**src/rtl/core/dhcv_pkg.sv**
```systemverilog
// Shared types and constants for the datagram header checksum validator.
// No dependencies; imported by every module of the block.
package dhcv_pkg;

  localparam int HDR_BYTES = 16;
  localparam int LEN_W     = 16;

  // Verdict codes, in the order the checks are applied
  localparam logic [2:0] VERDICT_ACCEPT   = 3'd0;
  localparam logic [2:0] VERDICT_SHORT    = 3'd1;
  localparam logic [2:0] VERDICT_LONG     = 3'd2;
  localparam logic [2:0] VERDICT_MAGIC    = 3'd3;
  localparam logic [2:0] VERDICT_SIZE     = 3'd4;
  localparam logic [2:0] VERDICT_CHECKSUM = 3'd5;

  // Register select (word address bit)
  localparam logic REG_MAGIC     = 1'b0;
  localparam logic REG_MAX_BYTES = 1'b1;

  localparam logic [15:0] MAGIC_RESET     = 16'h454E;
  localparam logic [10:0] MAX_BYTES_RESET = 11'd1400;

  // Header byte offsets of the checksum field (excluded from the sum)
  localparam int CKSUM_LO = 14;
  localparam int CKSUM_HI = 15;

  // Frame state after the byte in the input register has been applied
  typedef struct packed {
    logic              last;
    logic [LEN_W-1:0]  len;
    logic [15:0]       sum;
    logic              overlong;
    logic [15:0][7:0]  hdr;
  } frame_sum_t;

endpackage

```
**src/rtl/core/dhcv_frame.sv**
```systemverilog
// Input register and per-byte frame tracking: position, byte sum, header capture.
// Depends on dhcv_pkg.
module dhcv_frame #(
  parameter int MAX_DATAGRAM = 2047
) (
  input  logic               clk,
  input  logic               rst,
  input  logic               take,
  input  logic [7:0]         rx_byte,
  input  logic               end_of_datagram,
  input  logic               advance,
  input  logic [10:0]        max_datagram_bytes,
  output logic               held,
  output dhcv_pkg::frame_sum_t summary
);
  import dhcv_pkg::*;

  localparam int POS_W = $clog2(MAX_DATAGRAM + 1);
  localparam logic [POS_W-1:0] POS_MAX = POS_W'(MAX_DATAGRAM);

  logic             held_next;
  logic [7:0]       byte_q;
  logic             last_q;
  logic [POS_W-1:0] byte_position;
  logic [POS_W-1:0] byte_position_next;
  logic [15:0]      running_sum;
  logic [15:0]      running_sum_next;
  logic             overlong_seen;
  logic             overlong_seen_next;
  logic [POS_W:0]   pos_inc;
  logic             in_cksum;
  logic [7:0]       header_store [HDR_BYTES];

  assign held_next = take | (held & ~advance);

  always_ff @(posedge clk) begin
    if (rst) begin
      held <= 1'b0;
    end else begin
      held <= held_next;
    end
  end

  // Payload of the input register: no reset
  always_ff @(posedge clk) begin
    if (take) begin
      byte_q <= rx_byte;
      last_q <= end_of_datagram;
    end
  end

  assign pos_inc  = {1'b0, byte_position} + (POS_W + 1)'(1);
  assign in_cksum = (byte_position == POS_W'(CKSUM_LO)) ||
                    (byte_position == POS_W'(CKSUM_HI));

  always_comb begin
    running_sum_next = in_cksum ? running_sum : running_sum + {8'd0, byte_q};
    if (byte_position >= POS_MAX) begin
      byte_position_next = byte_position;
      overlong_seen_next = 1'b1;
    end else begin
      byte_position_next = pos_inc[POS_W-1:0];
      overlong_seen_next = overlong_seen |
                           (LEN_W'(pos_inc) > LEN_W'(max_datagram_bytes));
    end
  end

  always_ff @(posedge clk) begin
    if (rst) begin
      byte_position <= '0;
      running_sum   <= '0;
      overlong_seen <= 1'b0;
    end else if (advance) begin
      if (last_q) begin
        byte_position <= '0;
        running_sum   <= '0;
        overlong_seen <= 1'b0;
      end else begin
        byte_position <= byte_position_next;
        running_sum   <= running_sum_next;
        overlong_seen <= overlong_seen_next;
      end
    end
  end

  always_ff @(posedge clk) begin
    if (advance && (byte_position < POS_W'(HDR_BYTES))) begin
      header_store[byte_position[3:0]] <= byte_q;
    end
  end

  // Forward the current byte into the header view when it is a header byte
  always_comb begin
    summary.last     = last_q;
    summary.len      = LEN_W'(byte_position_next);
    summary.sum      = running_sum_next;
    summary.overlong = overlong_seen_next;
    for (int i = 0; i < HDR_BYTES; i++) begin
      summary.hdr[i] = (byte_position == POS_W'(i)) ? byte_q : header_store[i];
    end
  end

  a_pos_bounded: assert property (@(posedge clk) disable iff (rst)
    byte_position <= POS_MAX)
    else $error("byte position beyond datagram limit");

  a_frame_clear: assert property (@(posedge clk) disable iff (rst)
    advance && last_q |=> byte_position == '0 && running_sum == '0 && !overlong_seen)
    else $error("frame state not cleared after final byte");

endmodule

```
**src/rtl/core/dhcv_verdict.sv**
```systemverilog
// Datagram checks, accepted-traffic totals and the result register.
// Depends on dhcv_pkg.
module dhcv_verdict (
  input  logic                 clk,
  input  logic                 rst,
  input  logic                 load,
  input  dhcv_pkg::frame_sum_t summary,
  input  logic [15:0]          magic_word,
  input  logic                 out_ready,
  output logic                 out_valid,
  output logic [2:0]           verdict,
  output logic [7:0]           packet_kind,
  output logic [7:0]           header_flags,
  output logic                 wants_ack,
  output logic [15:0]          seq_number,
  output logic [15:0]          ack_number,
  output logic [31:0]          sender_time,
  output logic [10:0]          payload_length,
  output logic [31:0]          good_packet_total,
  output logic [31:0]          good_byte_total
);
  import dhcv_pkg::*;

  logic [2:0]  code;
  logic [15:0] hdr_magic;
  logic [15:0] hdr_size;
  logic [15:0] hdr_cksum;
  logic        good;
  logic [31:0] accepted_packets;
  logic [31:0] accepted_packets_next;
  logic [31:0] accepted_bytes;
  logic [31:0] accepted_bytes_next;

  assign hdr_magic = {summary.hdr[1],  summary.hdr[0]};
  assign hdr_size  = {summary.hdr[13], summary.hdr[12]};
  assign hdr_cksum = {summary.hdr[15], summary.hdr[14]};

  always_comb begin
    priority if (summary.len < LEN_W'(HDR_BYTES)) begin
      code = VERDICT_SHORT;
    end else if (summary.overlong) begin
      code = VERDICT_LONG;
    end else if (hdr_magic != magic_word) begin
      code = VERDICT_MAGIC;
    end else if (hdr_size != summary.len - LEN_W'(HDR_BYTES)) begin
      code = VERDICT_SIZE;
    end else if (hdr_cksum != summary.sum) begin
      code = VERDICT_CHECKSUM;
    end else begin
      code = VERDICT_ACCEPT;
    end
  end

  assign good                  = (code == VERDICT_ACCEPT);
  assign accepted_packets_next = accepted_packets + 32'd1;
  assign accepted_bytes_next   = accepted_bytes + 32'(summary.len);

  always_ff @(posedge clk) begin
    if (rst) begin
      accepted_packets <= '0;
      accepted_bytes   <= '0;
      out_valid        <= 1'b0;
    end else begin
      if (load && good) begin
        accepted_packets <= accepted_packets_next;
        accepted_bytes   <= accepted_bytes_next;
      end
      if (load) begin
        out_valid <= 1'b1;
      end else if (out_ready) begin
        out_valid <= 1'b0;
      end
    end
  end

  // Result payload: zero every field but the verdict on a reject
  always_ff @(posedge clk) begin
    if (load) begin
      verdict           <= code;
      packet_kind       <= good ? summary.hdr[2] : 8'd0;
      header_flags      <= good ? summary.hdr[3] : 8'd0;
      wants_ack         <= good & summary.hdr[3][0];
      seq_number        <= good ? {summary.hdr[5], summary.hdr[4]} : 16'd0;
      ack_number        <= good ? {summary.hdr[7], summary.hdr[6]} : 16'd0;
      sender_time       <= good ? {summary.hdr[11], summary.hdr[10],
                                   summary.hdr[9], summary.hdr[8]} : 32'd0;
      payload_length    <= good ? hdr_size[10:0] : 11'd0;
      good_packet_total <= good ? accepted_packets_next : 32'd0;
      good_byte_total   <= good ? accepted_bytes_next : 32'd0;
    end
  end

  a_reject_zero: assert property (@(posedge clk) disable iff (rst)
    out_valid && verdict != VERDICT_ACCEPT |->
      good_packet_total == '0 && good_byte_total == '0 && !wants_ack)
    else $error("rejected result carries nonzero fields");

  a_count_step: assert property (@(posedge clk) disable iff (rst)
    load && good |=> accepted_packets == $past(accepted_packets) + 32'd1)
    else $error("accepted packet count did not advance");

  a_accept_consistent: assert property (@(posedge clk) disable iff (rst)
    out_valid && verdict == VERDICT_ACCEPT |->
      wants_ack == header_flags[0] && good_packet_total == accepted_packets &&
      good_byte_total == accepted_bytes)
    else $error("accepted result disagrees with running totals");

endmodule

```
**src/rtl/core/datagram_header_checksum_validator_core.sv**
```systemverilog
// Top level of the datagram header checksum validator: APB registers and the
// two-stage byte path. Depends on dhcv_pkg, dhcv_frame and dhcv_verdict.
//
// The block takes one datagram byte per transfer on the input channel and
// sustains one byte per clock cycle except while a final byte waits on the
// output. Each byte lands in an input register; from there it is folded into
// the frame state (position, 16-bit byte sum, header capture) and, on the byte
// flagged end_of_datagram, the checks run and the result register is loaded.
// The path from the input register to the result register (16-bit byte sum,
// 16-bit compares, 32-bit totals and header field selection) is combinational.
// Bytes that are not final never wait on the output; a final byte waits only
// while a previous result is still held and not taken. Registers: magic_word
// at byte address 0 and max_datagram_bytes at address 4; the user must write
// them only while the block is idle, which the block does not enforce. The
// header store needs no clearing pass after reset.
module datagram_header_checksum_validator_core #(
  parameter int MAX_DATAGRAM = 2047
) (
  input  logic        clk,
  input  logic        rst,
  // APB configuration port
  input  logic        psel,
  input  logic        penable,
  input  logic        pwrite,
  input  logic [2:0]  paddr,
  input  logic [31:0] pwdata,
  output logic [31:0] prdata,
  output logic        pready,
  // byte input
  input  logic        in_valid,
  output logic        in_ready,
  input  logic [7:0]  rx_byte,
  input  logic        end_of_datagram,
  // verdict output
  output logic        out_valid,
  input  logic        out_ready,
  output logic [2:0]  verdict,
  output logic [7:0]  packet_kind,
  output logic [7:0]  header_flags,
  output logic        wants_ack,
  output logic [15:0] seq_number,
  output logic [15:0] ack_number,
  output logic [31:0] sender_time,
  output logic [10:0] payload_length,
  output logic [31:0] good_packet_total,
  output logic [31:0] good_byte_total
);
  import dhcv_pkg::*;

  logic        cfg_write;
  logic [15:0] magic_word;
  logic [10:0] max_datagram_bytes;
  logic        take;
  logic        held;
  logic        advance;
  frame_sum_t  summary;

  // Configuration registers: write on the access phase, zero wait states
  assign pready    = 1'b1;
  assign cfg_write = psel & penable & pwrite;

  always_ff @(posedge clk) begin
    if (rst) begin
      magic_word         <= MAGIC_RESET;
      max_datagram_bytes <= MAX_BYTES_RESET;
    end else if (cfg_write) begin
      unique case (paddr[2])
        REG_MAGIC:     magic_word         <= pwdata[15:0];
        REG_MAX_BYTES: max_datagram_bytes <= pwdata[10:0];
        default:       magic_word         <= magic_word;
      endcase
    end
  end

  always_comb begin
    unique case (paddr[2])
      REG_MAGIC:     prdata = {16'd0, magic_word};
      REG_MAX_BYTES: prdata = {21'd0, max_datagram_bytes};
      default:       prdata = '0;
    endcase
  end

  // Advance the held byte unless it would produce a result while the
  // result register is still full and not being taken; hold otherwise.
  assign advance  = held & (~summary.last | ~out_valid | out_ready);
  assign in_ready = ~held | advance;
  assign take     = in_valid & in_ready;

  dhcv_frame #(
    .MAX_DATAGRAM(MAX_DATAGRAM)
  ) u_frame (
    .clk                (clk),
    .rst                (rst),
    .take               (take),
    .rx_byte            (rx_byte),
    .end_of_datagram    (end_of_datagram),
    .advance            (advance),
    .max_datagram_bytes (max_datagram_bytes),
    .held               (held),
    .summary            (summary)
  );

  // Load the result register on the final byte of each datagram
  dhcv_verdict u_verdict (
    .clk               (clk),
    .rst               (rst),
    .load              (advance & summary.last),
    .summary           (summary),
    .magic_word        (magic_word),
    .out_ready         (out_ready),
    .out_valid         (out_valid),
    .verdict           (verdict),
    .packet_kind       (packet_kind),
    .header_flags      (header_flags),
    .wants_ack         (wants_ack),
    .seq_number        (seq_number),
    .ack_number        (ack_number),
    .sender_time       (sender_time),
    .payload_length    (payload_length),
    .good_packet_total (good_packet_total),
    .good_byte_total   (good_byte_total)
  );

endmodule
```
**config.mk**
```make
export PLATFORM = sky130hd
export DESIGN_NAME = datagram_header_checksum_validator_core
export DESIGN_NICKNAME = d
export VERILOG_FILES = /design/src/rtl/core/dhcv_pkg.sv /design/src/rtl/core/dhcv_frame.sv /design/src/rtl/core/dhcv_verdict.sv /design/src/rtl/core/datagram_header_checksum_validator_core.sv
export SDC_FILE = /design/constraint.sdc
export NUM_CORES = 1
export LEC_CHECK = 0
export BUFFER_PORTS_ARGS = -buffer_cell sky130_fd_sc_hd__buf_2
export CAP_MARGIN = 20
export CORE_MARGIN = 3
export CORE_UTILIZATION = 53
export CTS_BUF_LIST = sky130_fd_sc_hd__clkbuf_16
export DETAILED_ROUTE_END_ITERATION = 10
export PLACE_DENSITY = 0.77
export SLEW_MARGIN = 5
export SYNTH_ARGS = -nofsm -noshare
export SYNTH_HDL_FRONTEND = slang
export SYNTH_SLANG_ARGS = --single-unit
```
**constraint.sdc**
```tcl
create_clock -name clk -period 8 [get_ports clk]
set_clock_uncertainty 0.2 [all_clocks]
set_input_delay 1.6 -clock clk [delete_from_list [all_inputs] [get_ports clk]]
set_output_delay 1.6 -clock clk [all_outputs]
set_load 0.01 [all_outputs]
```
# Word-level counts from Yosys, hierarchy flattened
# Memory sizes are Yosys's and may differ from the RTL's. A register that Yosys moved wholly into a read port is not among the register bits.
# Cells that the tools add are included.
# totals
word_cells	93
regBits	217
in_bits	51
output_inout_bits	194
ram_bits	128
memories	1
# mem_list
memory	words	word_bits	rd	rd_ports_with_merged_regs	write_ports	line_no	source
u_frame.header_store	16	8	16	9	1	dhcv_frame.sv:32	logic [7:0] header_store [HDR_BYTES];
# classes
order_cmp	4
addsub	5
muxes	23
n_eq_ne	9
n_reduce_logical	17
bitwise_logic	17
# op_table
cell	n
32-bit one-hot mux with 2 select lines	1
8-bit two-way mux	7
16-bit inequality test	3
11-bit by 4-bit == test with 1-bit output (second input constant)	4
32-bit by 1-bit adder with 32-bit output (second input constant)	1
32-bit by 11-bit adder with 32-bit output	1
16-bit two-way mux	2
11-bit by 5-bit < comparator with 1-bit output (second input constant)	2
11-bit two-way mux	2
16-bit by 8-bit adder with 16-bit output	1
3-bit two-way mux	5
11-bit by 1-bit adder with 12-bit output (second input constant)	1
12-bit by 11-bit greater-than comparator with 1-bit output	1
11-bit by 5-bit subtractor with 12-bit output (second input constant)	1
11-bit by 1-bit == test with 1-bit output (second input constant)	1
11-bit by 2-bit == test with 1-bit output (second input constant)	1
11-bit greater-or-equal comparator (second input constant)	1
11-bit logical NOT	1
1-bit logical NOT	9
1-bit bitwise AND	7
1-bit two-way mux	6
1-bit inverter	5
1-bit bitwise OR	5
2-bit AND reduction	2
4 further kinds	5

# Longest topological paths before layout
# logic_depth
ltp_word	11
mapped_depth	19
mapped_depth_nobuf	17

# By module
# Synthesis repeated with hierarchy kept, for this count alone.
# unflattened
cells_unflattened	1821
hier_area_um2	20865.0
# by_module_without_submodules
module	area_per_inst_um2	seq_area_each_um2	instances	cells_per_inst
dhcv_verdict	11088.1	6075.8	1	1040
dhcv_frame	8298.0	4694.5	1	628
datagram_header_checksum_validator_core	1478.9	540.5	1	153

# Worst setup path after synthesis
# No wires, ideal clock.
# synth_path
path_type	input-to-reg
startpoint	input port out_ready
endpoint	register u_verdict.accepted_bytes[17]
setup_time_ps	126
cell_stages	8
t_arrival_ps	7642
required_ps	7674
path_buffers	3
path_slack_ps	32
path_cell_list	nor2b_1 -> nand2_1 -> and3_1 -> clkbuf_1 -> clkbuf_1 -> clkbuf_1 -> nand3_1 -> mux2_1
# synth_between
elab_chain_cells	4
# synth_rtl
item	line_no	source
start, declared	datagram_header_checksum_validator_core.sv:36	input logic out_ready,
1-bit bitwise OR	datagram_header_checksum_validator_core.sv:85	assign advance = held & (~summary.last | ~out_valid | out_ready);
1-bit bitwise AND	datagram_header_checksum_validator_core.sv:85	
1-bit bitwise AND	datagram_header_checksum_validator_core.sv:107	.load (advance & summary.last),
named net u_verdict.load	dhcv_verdict.sv:6	input logic load,
1-bit logical AND	dhcv_verdict.sv:64	if (load && good) begin
end signal, assigned	dhcv_verdict.sv:66	accepted_bytes <= accepted_bytes_next;
end, declared	dhcv_verdict.sv:31	logic [31:0] accepted_bytes;
# The timed path passes the listed nets, and every way through them passes these cells.
# A chain may end at the register's enable or synchronous reset.

# Worst setup path in the final report
# layout_path
startpoint	register u_frame.byte_position[0]
endpoint	register u_verdict.good_byte_total[25], data pin
# layout_between
elab_chain_cells	10
word_cells_on_any_way	32
cone_classes	add/sub (3); order compare (3); eq/ne (8); mux (14); bitwise (1); reduce/logical (3)
# layout_rtl
item	line_no	source
start, declared	dhcv_frame.sv:24	logic [POS_W-1:0] byte_position;
start signal, assigned	dhcv_frame.sv:79	byte_position <= byte_position_next;
branches (longest 10 deep; another with 11-bit by 1-bit adder with 12-bit output)	n/a	
end signal, assigned	dhcv_verdict.sv:89	good_byte_total <= good ? accepted_bytes_next : 32'd0;
end, declared	dhcv_verdict.sv:20	output logic [31:0] good_byte_total
# Parallel ways; which one is timed is not known.

==> out/summary.txt <==
status - complete, no violations
Reg clk slew, reported paths - 0.06 ns
CTS buffer count - 44
total track usage - 22.2%
worst hold path type - reg -> reg
Post-CTS Resized - 0
Bufs and invs on worst path - 2
post-route clock period utilization - 76.2%
htree depth - 2
EDFF count, synth - 296
Critical-path top delay cell - a21oi_1
switching share of power - 22.1%
element type at the critical path end - register
first-pass GRT wire length - 70700 um
Pwr Density - 193 nW/um^2
DR pass1 iterations - 7
startpoint types - register
Ys Warns - 0
reg-to-reg slack, setup - 1.91 ns
CTS hold repair buffers - 0
vias in the first global route - 13300
most common cell after layout, fill and taps aside - nor2_1
Slew Viols, Final - 0
Routability Congestion - 0.878
die height - 200 um
Diodes inserted - 0
Via density - 5.61
Worst-Skew Late Latency - 0.59 ns
leakage dissipation - 9.56 nW
unrepaired setup endpoints after global routing - no
Distinct cells, synth - 76
RR Startpoint - u_frame.byte_position[0]
WP data arrival - 6.21 ns
VDD IR-drop max - 0.000144 V
final setup fails - 0
Worst slew margin - 34.5%
Gate power share - 3.9%
Max Cap Viol - 0
ys flop type - edfxtp_1
mapped cell area - 19900 um^2
Final Critical Period - 6.09 ns
port bufs - 209
Tightest Pin Transition - 0.982 ns
Internal Power - 0.00341 W
WHS Endpoint - max_datagram_bytes[7]
largest net degree at the start of global routing - 157
switching component of the power - 0.000966 W
drt drc - 0
commonest non-fill, non-tap cells in the layout - nor2_1, edfxtp_1, buf_2
hold path cells - 2
ANT nets after route - 0
max incr delay on CP - 0.62 ns
Core ar. - 36800 um^2
reg2reg end - u_verdict.good_byte_total[25]
Post-DP Area - 21300 um^2
Setup Fix Bufs, Post-CTS - 0
Top Family by Delay on Critical Path - compound AO/OA/AOI/OAI gates
Syn Area/Cell - 10.8 um^2
crit-path max FO - 14
power share of the clock group - 42.8%
Top-Level Pins - 245
TritonCTS clock tree - built
GRT Residual Overflow - 0
sequential share of the synthesized area - 56.8%
drt first-iter violations - 1072
routed via count - 14100
Max Fclk - 0.164 GHz
cell depth of the worst flop-to-flop path - 18
area grow syn2layout - 13.4%
Die Area - 40000 um^2
FP Rows - 70
CP Cell Sequence - ha_1, nand2_1, nor3_1, o21ai_0, mux2i_1, inv_1, ha_1, a21oi_1, o211ai_1, o41ai_1, o21ai_0, maj3_1, a21oi_1, nor3_1, buf_4, nand3_1, xor2_1, nor2_1
Post-Synthesis Cells - 1842
Post-synth ARST share - 0%
Final HPWL DP - 29500 um
die width - 200 um
DR WL/cell - 18.0 um
layout cells sized above 1 - 17.7%
TNS Setup - 0 ns
final hold violations - 0
Initial Util - 54.2%
worst hold start - max_datagram_bytes[7]
Root Buffer - clkbuf_16
CTS Sinks - 417
Clock Path Buffers - 3
fin area - 22600 um^2
Reg power frac - 53.3%
crit path kind - reg -> reg
CP required - 8.11 ns
fin nets - 2108
initial antenna violation count - 0
Routed WL - 45400 um
Layout fillers - 2926
FF+latch count, synth - 417
tightest hold or removal path, cell delays in order, from the launching register on:
cell and delay, ns:
dfxtp_1 0.33, nand2_1 0.06, a21oi_1 0.05
how the worst max path moves through the flow:
stage                              from  depth (start not counted)  slack [ns]                       endpoint
3_3_place_gp   u_frame.byte_position[0]                         18        2.20  u_verdict.good_byte_total[25]
4_1_cts        u_frame.byte_position[0]                         18        2.01  u_verdict.good_byte_total[25]
6_report       u_frame.byte_position[0]                         18        1.91  u_verdict.good_byte_total[25]
2_1_floorplan                 out_ready                          8        0.03   u_verdict.accepted_bytes[17]
5_1_grt        u_frame.byte_position[0]                         18        1.32  u_verdict.good_byte_total[25]
3_5_place_dp   u_frame.byte_position[0]                         18        2.07  u_verdict.good_byte_total[25]
cell usage after synthesis (13+ instances only):
library cell | count | area share, %
nor2_1 | 297 | 5.6
edfxtp_1 | 296 | 45
dfxtp_1 | 121 | 12
inv_1 | 116 | 2.2
nand2_1 | 101 | 1.9
nor2b_1 | 78 | 2.4
clkbuf_1 | 70 | 1.3
nand3_1 | 70 | 1.8
xnor2_1 | 70 | 3.1
mux2_2 | 56 | 3.2
a21oi_1 | 54 | 1.4
xor2_1 | 50 | 2.2
and3_1 | 48 | 1.5
nand4_1 | 35 | 1.1
ha_1 | 34 | 2.1
mux2i_1 | 33 | 1.7
o21ai_0 | 26 | 0.65
buf_4 | 24 | 0.90
and2_1 | 23 | 0.72
a22oi_1 | 20 | 0.75
mux2_1 | 18 | 1.0
nor3_1 | 17 | 0.43
nand2b_1 | 13 | 0.41
per-stage QoR:
| stage | hold slack [ns] | cells | utilization [%] | worst slack, ns | total power [W] |
|---|---|---|---|---|---|
| finish | 0.291 | 2520 | 61.4 | 1.91 | 0.00437 |
| global route | 0.306 | 2520 | 61.4 | 1.32 | 0.00452 |
| CTS | 0.288 | 2517 | 61.4 | 2.01 | 0.00441 |
| floorplan | 0.246 | 1857 | - | 0.0321 | 0.00249 |
| global placement | 0.272 | 2440 | 57.8 | 2.20 | 0.00254 |
| detailed placement | 0.280 | 2440 | 57.8 | 2.07 | 0.00254 |
sequential cells by signal, summed over array words and instances (netlist names), 16 cells and up:
name                         flops
u_verdict.good_byte_total       32
u_frame.header_store           128
u_verdict.sender_time           32
u_verdict.accepted_packets      32
u_verdict.ack_number            16
magic_word                      16
u_verdict.good_packet_total     32
u_verdict.accepted_bytes        32
u_frame.running_sum             16
u_verdict.seq_number            16
cell families (layout without fill, tap and decap cells):
kind of cell,after synthesis,count (layout),share of synthesized area (%)
DFF,417,417,56.8
muxes,107,107,5.84
xor gates and xnor gates,120,120,5.28
AOI/OAI and AO/OA,189,189,6.41
and+or+nand+nor,742,742,18.4
other,2,17,0.0377
buffers and inverters,227,422,4.81
adders and majority gates,38,38,2.44
power groups by stage:
| stage | combinational, W | clock, W | sequential (W) |
|---|---|---|---|
| floorplan | 0.000108 | 0 | 0.00239 |
| global placement | 0.000163 | 0 | 0.00238 |
| detailed placement | 0.000168 | 0 | 0.00238 |
| CTS | 0.000169 | 0.00191 | 0.00233 |
| global route | 0.000187 | 0.00200 | 0.00233 |
| finish | 0.000169 | 0.00187 | 0.00233 |
final cells by class:
class	count	area [um^2]	area share, %
Clock buffer	44	1100	4.87
Multi-Input combinational cell	1213	7720	34.2
Sequential cell	417	11300	50.1
Timing Repair Buffer	229	1220	5.42
Inverter	116	435	1.93
Clock inverter	33	216	0.958
Tap cell	468	586	2.59
routing by layer:
layer  track usage [%]  part of all wire (%)  vias up
li1                  -                     -     6750
met1              30.4                    44     6781
met2              36.0                    47      505
met3              3.54                   6.5       89
met4              8.66                   3.1        0
met5                 0                     0        -
No activity file was read; power rests on OpenSTA's default activity.
